[config.mk]
export PLATFORM = sky130hd
export DESIGN_NAME = hds_cell_unit
export DESIGN_NICKNAME = d
export VERILOG_FILES = /design/src/hw/rtl/heat_diffusion_stencil_2d_defines.svh /design/src/hw/rtl/hds_pkg.sv /design/src/hw/rtl/hds_cell_unit.sv
export SDC_FILE = /design/constraint.sdc
export NUM_CORES = 2
export LEC_CHECK = 0
export ABC_AREA = 1
export BUFFER_PORTS_ARGS = -buffer_cell sky130_fd_sc_hd__buf_2
export CORE_UTILIZATION = 65
export CTS_CLUSTER_DIAMETER = 200
export DETAILED_ROUTE_END_ITERATION = 7
export HOLD_SLACK_MARGIN = 0.15
export PLACE_DENSITY = 0.84
export SYNTH_ARGS = -nofsm -noshare
export SYNTH_HDL_FRONTEND = slang
export SYNTH_SLANG_ARGS = --single-unit
[constraint.sdc]
create_clock -name clk_i -period 12 [get_ports clk_i]
set_input_delay 0.6 -clock clk_i [delete_from_list [all_inputs] [get_ports clk_i]]
set_output_delay 0.6 -clock clk_i [all_outputs]
set_load 0.005 [all_outputs]
[src/hw/rtl/heat_diffusion_stencil_2d_defines.svh]
// Assertion macros for the heat diffusion stencil block.
// Needs clk_i and rst_ni in the scope of the module that uses them.
`ifndef HEAT_DIFFUSION_STENCIL_2D_DEFINES_SVH
`define HEAT_DIFFUSION_STENCIL_2D_DEFINES_SVH

// Same-cycle implication, sampled on the rising clock edge.
`define HDS_ASSERT_IMP(name, ante, cons, msg) \
  name: assert property (@(posedge clk_i) disable iff (!rst_ni) (ante) |-> (cons)) \
    else $error(msg);

// Next-cycle implication.
`define HDS_ASSERT_NXT(name, ante, cons, msg) \
  name: assert property (@(posedge clk_i) disable iff (!rst_ni) (ante) |=> (cons)) \
    else $error(msg);

`endif

[src/hw/rtl/hds_pkg.sv]
// Shared constants, codes and types of the heat diffusion stencil block.
// No dependencies; used by the interfaces, the cell unit and the top level.
package hds_pkg;

  localparam int MAX_ROWS_DEF   = 128;
  localparam int MAX_COLS_DEF   = 128;
  localparam int TEMP_WIDTH_DEF = 24;

  localparam int CMD_W      = 2;
  localparam int ROW_W      = 7;
  localparam int COL_W      = 7;
  localparam int COEF_W     = 16;
  localparam int MODE_W     = 2;
  localparam int SIZE_W     = 8;
  localparam int CFG_IDX_W  = 3;
  localparam int CFG_DATA_W = 16;

  localparam logic [CMD_W-1:0] CMD_LOAD = 2'd0;
  localparam logic [CMD_W-1:0] CMD_STEP = 2'd1;
  localparam logic [CMD_W-1:0] CMD_READ = 2'd2;

  localparam logic [CFG_IDX_W-1:0] REG_COEF_V = 3'd0;
  localparam logic [CFG_IDX_W-1:0] REG_COEF_H = 3'd1;
  localparam logic [CFG_IDX_W-1:0] REG_MODE   = 3'd2;
  localparam logic [CFG_IDX_W-1:0] REG_ROWS   = 3'd3;
  localparam logic [CFG_IDX_W-1:0] REG_COLS   = 3'd4;

  localparam logic [MODE_W-1:0] MODE_FIXED = 2'd0;
  localparam logic [MODE_W-1:0] MODE_COPY  = 2'd1;
  localparam logic [MODE_W-1:0] MODE_WRAP  = 2'd2;

  localparam logic [COEF_W-1:0] COEF_RESET = 16'd6554;
  localparam int                SIZE_RESET = 101;
  localparam int                SIZE_MIN   = 3;

  // Strobes from the sequencer to the shared multiply unit
  typedef struct packed {
    logic load_diff;
    logic mul_v;
    logic mul_h;
  } alu_ctl_t;

endpackage

[src/hw/rtl/hds_cell_unit.sv]
// Stencil update unit: one shared multiplier applied to both differences in turn.
// Depends on hds_pkg for the control struct and coefficient width.
module hds_cell_unit #(
  parameter int TEMP_WIDTH = hds_pkg::TEMP_WIDTH_DEF
) (
  input  logic                              clk_i,
  input  hds_pkg::alu_ctl_t                 ctl_i,
  input  logic        [hds_pkg::COEF_W-1:0] coef_v_i,
  input  logic        [hds_pkg::COEF_W-1:0] coef_h_i,
  input  logic signed [TEMP_WIDTH-1:0]      t_i,
  input  logic signed [TEMP_WIDTH-1:0]      up_i,
  input  logic signed [TEMP_WIDTH-1:0]      dn_i,
  input  logic signed [TEMP_WIDTH-1:0]      lf_i,
  input  logic signed [TEMP_WIDTH-1:0]      rt_i,
  output logic signed [TEMP_WIDTH-1:0]      result_o
);

  localparam int DW = TEMP_WIDTH + 2;
  localparam int KW = hds_pkg::COEF_W + 1;
  localparam int PW = DW + KW;
  localparam int SW = PW + 1;

  logic signed [DW-1:0]         dv_q, dh_q;
  logic signed [TEMP_WIDTH-1:0] t_q;
  logic signed [PW-1:0]         prod_q, acc_q;
  logic signed [KW-1:0]         mul_k;
  logic signed [DW-1:0]         mul_d;
  logic signed [SW-1:0]         sum_c, shr_c, nv_c;
  logic                         ovf_c;

  assign mul_k = ctl_i.mul_v ? $signed({1'b0, coef_v_i}) : $signed({1'b0, coef_h_i});
  assign mul_d = ctl_i.mul_v ? dv_q : dh_q;

  always_ff @(posedge clk_i) begin
    if (ctl_i.load_diff) begin
      dv_q <= DW'(up_i) + DW'(dn_i) - (DW'(t_i) <<< 1);
      dh_q <= DW'(lf_i) + DW'(rt_i) - (DW'(t_i) <<< 1);
      t_q  <= t_i;
    end
    if (ctl_i.mul_v || ctl_i.mul_h) begin
      prod_q <= PW'(mul_k) * PW'(mul_d);
    end
    if (ctl_i.mul_h) begin
      acc_q <= prod_q;
    end
  end

  // Round half up, then add the old value
  assign sum_c = SW'(acc_q) + SW'(prod_q) + SW'(32768);
  assign shr_c = sum_c >>> 16;
  assign nv_c  = shr_c + SW'(t_q);
  assign ovf_c = (nv_c[SW-1:TEMP_WIDTH-1] != {(SW-TEMP_WIDTH+1){1'b0}}) &&
                 (nv_c[SW-1:TEMP_WIDTH-1] != {(SW-TEMP_WIDTH+1){1'b1}});

  always_comb begin
    if (!ovf_c) begin
      result_o = nv_c[TEMP_WIDTH-1:0];
    end else if (nv_c[SW-1]) begin
      result_o = {1'b1, {(TEMP_WIDTH-1){1'b0}}};
    end else begin
      result_o = {1'b0, {(TEMP_WIDTH-1){1'b1}}};
    end
  end

endmodule

Word level (Yosys, flattened, before mapping)
Index checks and enable logic that the tools add are counted.
{ "totals": {"reg_bits": 162, "input_bits": 156, "out_inout_bits": 24, "elab_cells": 21} }
{ "op_classes": {"add_sub_neg": 7, "multipliers": 1, "n_eq_ne": 1, "mux": 4, "reduce_logical": 3} }
{ "op_table": {"columns": ["cell", "n"], "rows": [
  ["$sub 25x25->26", 2],
  ["$add 24x24->25", 2],
  ["$mux 24", 2],
  ["$add 43x43->44", 1],
  ["$add 44x17->44 const B", 1],
  ["$mul 17x26->43", 1],
  ["$add 28x24->29", 1],
  ["$mux 26", 1],
  ["$ne 21x21->1 const B", 1],
  ["$reduce_bool 21->1", 1],
  ["$mux 16", 1],
  ["$logic_and 1x1->1", 1],
  ["$logic_or 1x1->1", 1]
]} }

Depth between registers and ports, before layout
{ "logic_depth": {"depth_word": 6, "ltp_mapped": 33, "mapped_depth_nobuf": 32} }

Least setup slack after synthesis
Ideal clock, no wire load.
{ "synth_path": {"path_kind": "input-to-reg", "startpoint": "input ctl_i[1] (netlist name)", "endpoint": "register prod_q[37] (data pin)", "setup_time_ps": 260, "arrival_time_ps": 6451, "required_time_ps": 11740, "path_slack_ps": 5289, "path_stages": 23, "path_buffers": 3, "cell_sequence": "buf_2 > clkbuf_1 > o21ai_0 > inv_1 > clkbuf_1 > nand2_1 > fa_1 > fa_1 > inv_1 > fa_1 > fa_1 > fa_1 > inv_1 > fa_1 > inv_1 > ha_1 > nand2_1 > nor2_1 > inv_1 > nor4_1 > nand3_1 > nand3_1 > xor2_1"} }
{ "synth_via": {"elab_chain_len": 2, "elab_cells_between_ends": 3, "classes_between": "mul (1); mux (2)"} }
{ "synth_rtl": {"columns": ["element", "line", "source"], "rows": [
  ["start, declared", "hds_cell_unit.sv:7", "input hds_pkg::alu_ctl_t ctl_i,"],
  ["$mux 16 or $mux 26 (tied branches)", "hds_cell_unit.sv:31, hds_cell_unit.sv:32", null],
  ["$mul 17x26->43 (*)", "hds_cell_unit.sv:41", "prod_q <= PW'(mul_k) * PW'(mul_d);"],
  ["end signal, assigned", "hds_cell_unit.sv:41", null],
  ["end, declared", "hds_cell_unit.sv:25", "logic signed [PW-1:0] prod_q, acc_q;"]
]} }
Mark *: on every way between the ends. The rest lies on a longest branch, timed or not.
A chain may end at the register's enable or synchronous reset.

Final worst setup path
{ "layout_path": {"startpoint": "input ctl_i[1] (netlist name)", "endpoint": "register prod_q[42] (data pin)"} }
The elaborated chain is that of the path after synthesis.

==> metrics.txt <==
cell with the most instances after synthesis=inv_1; Distinct cells, synth=49; M3 GR Usage=0.09490; Worst-path clk slew=0.07 ns; RSZ-0062 raised after global routing=false; met2 GRT Util=0.5944; Fill cells=3692; DIE AREA=0.04699 mm2; Worst setup EP type=register; Tightest Hold Check Type=in -> reg; clock root cell=clkbuf_16; core area=0.04548 mm2; wire length per cell=18.87 um; Via density=5.622; Worst R2R End=prod_q[39]; max incr delay on CP=0.77 ns; Final Hold Viols=0; Post-synth EDFFs=162; reg-to-reg startpoint=dv_q[22]; vias in the first global route=25497; CTS Buf Count=17; Setup CP Type=in -> reg; crit path launch type=primary input; drt first pass iters=6; Core Rows=78; outcome=completed; Residual DRC=0; nets=4781; Hold Path Sink=t_q[0]; clock period minus worst slack=8.489 ns; Relative slew margins=0.1913; CP most frequent cell=fa_1; Area contributors post-synth=fa_1 (30%), edfxtp_1 (16%), inv_1 (12%), ha_1 (11%), nand2_1 (9.2%); Buffers on Ports=179; CTS tree=built; Worst Reg-to-Reg Cells=21; total gr overflow=0; Skew-Pair Late Insertion Delay=0.46 ns; post-route ant nets=0; Die Width=216.8 um; DRT iter0 DRCs=2407; largest net degree at the start of global routing=77; Initial Utilization=0.6593; min-delay src=t_i[0]; register area share after synthesis=0.1622; first-pass GRT wire length=134100 um; Fmax achieved=117.8 MHz; actual slew at the worst max-slew pin=1.200 ns; Max Root-Sink Buffers=2; CTS Hold Bufs=0; Required @ worst endpoint=12.19 ns; final worst-path cycle share=0.7074; initial antenna violation count=5; Syn Nets=4619; ys flop type=edfxtp_1; Routed WL=85260 um; Die H=216.8 um; FF+latch count, synth=162; Ys Warns=0; synthesized area per cell=8.013 um2; clk_skew=0.01514 ns; htree depth=4; Post-Synthesis Cell Area=0.02999 mm2; r2r setup slk=5.13 ns; share of cells above drive strength 1=0.08067; Pins Over Slew Limit=0; Critical Path AT=8.68 ns; critical path peak fanout=44; Final Setup Violations=0; Area growth, synth to finish=7.332%; Sink Count=162; MaxCap Viol Count=0; routed via count=25407; share of the synthesized area in the top cell type=0.3031; Routability Congestion=1.039; I/O pin count=180; synth cell count leaders=inv_1 (953), nand2_1 (731), fa_1 (454); total track usage=0.3750; hold path depth=1; Top Usage Layer GRT=met2; Slowest cell on crit path=inv_1; global routing met1 resource utilization=0.4933; dpl hpwl=71640 um; Synth area leader=fa_1; post-CTS setup buffer count=0; post-route setup TNS=0 ns; Mapped Cells=3742; post-CTS sizing=0; Post-synth ARST share=0
through the flow:
step	area, um2	util	worst slack [ns]	cells	hold slack, ns
floorplan	29990	-	5.289	3742	0.4264
finish	32180	0.7077	3.511	4519	0.4284
CTS	32180	0.7075	3.806	4517	0.4171
global route	32180	0.7077	3.159	4519	0.4373
detailed placement	31580	0.6943	3.333	4485	0.4497
global placement	31580	0.6943	3.547	4485	0.4331
critical path, delay by kind of cell:
| family | cells | cell delay (ns) |
|---|---|---|
| compound gates | 3 | 0.93 |
| xor+xnor | 1 | 0.15 |
| fa+ha+maj | 7 | 3.37 |
| buf+inv | 7 | 2.14 |
| simple gates | 7 | 1.47 |
kinds of logic after synthesis:
family / Yosys count / share of synthesized area
and+or+nand+nor: 1303 / 0.1772
adders and majority gates: 721 / 0.4145
AOI/OAI and AO/OA: 394 / 0.07532
xor gates and xnor gates: 142 / 0.04148
DFF: 162 / 0.1622
buffers and inverters: 1018 / 0.1286
muxes: 2 / 0.0006677
layout make-up:
class | count | area (um2) | share of cell area
Multi-Input combinational cell | 2562 | 21290 | 0.6616
Sequential cell | 162 | 4865 | 0.1512
Inverter | 959 | 3600 | 0.1118
Timing Repair Buffer | 202 | 1069 | 0.03320
Tap cell | 600 | 750.7 | 0.02333
Clock buffer | 17 | 425.4 | 0.01322
Clock inverter | 15 | 177.7 | 0.005521
Antenna cell | 2 | 5.005 | 0.0001555
worst max-delay path by stage:
stage | start | endpoint | slack [ns] | cells past startpoint
after floorplan | ctl_i[1] | prod_q[37] | 5.29 | 23
after global placement | ctl_i[1] | prod_q[42] | 3.55 | 25
after detailed placement | ctl_i[1] | prod_q[42] | 3.33 | 25
after CTS | ctl_i[1] | prod_q[42] | 3.81 | 25
after global routing | ctl_i[1] | prod_q[42] | 3.16 | 25
final | ctl_i[1] | prod_q[42] | 3.51 | 25
cells in the final DEF, fill, tap and decap left out, types with 5 or more instances in the layout:
cell,instances
xor2_1,88
nand4_1,20
o21bai_1,15
clkinv_1,5
nor3_1,25
ha_1,267
xnor2_1,54
nor2_2,8
a21o_1,23
or2_2,43
inv_1,953
nor2_1,364
o211ai_1,5
buf_2,179
edfxtp_1,162
fa_1,454
nand3_1,82
o21ai_2,16
a21boi_0,10
buf_4,23
a31oi_1,27
clkbuf_16,17
a21oi_1,160
o21ai_0,105
nor4_1,12
o21ai_1,12
nand2_1,731
nand2_2,5
flip-flops by register name, summed over array words and instances, names as in the netlist:
| register | count |
|---|---|
| t_q | 24 |
| dv_q | 26 |
| acc_q | 43 |
| dh_q | 26 |
| prod_q | 43 |
routing by layer:
layer	routed length, um	up-vias
li1	-	11679
met3	9252	255
met4	3883	4
met2	38410	1345
met1	33680	12124
met5	27	-
Power is not shown: default switching activity piles up to over one toggle a cycle in this logic, so the estimate is an artifact.
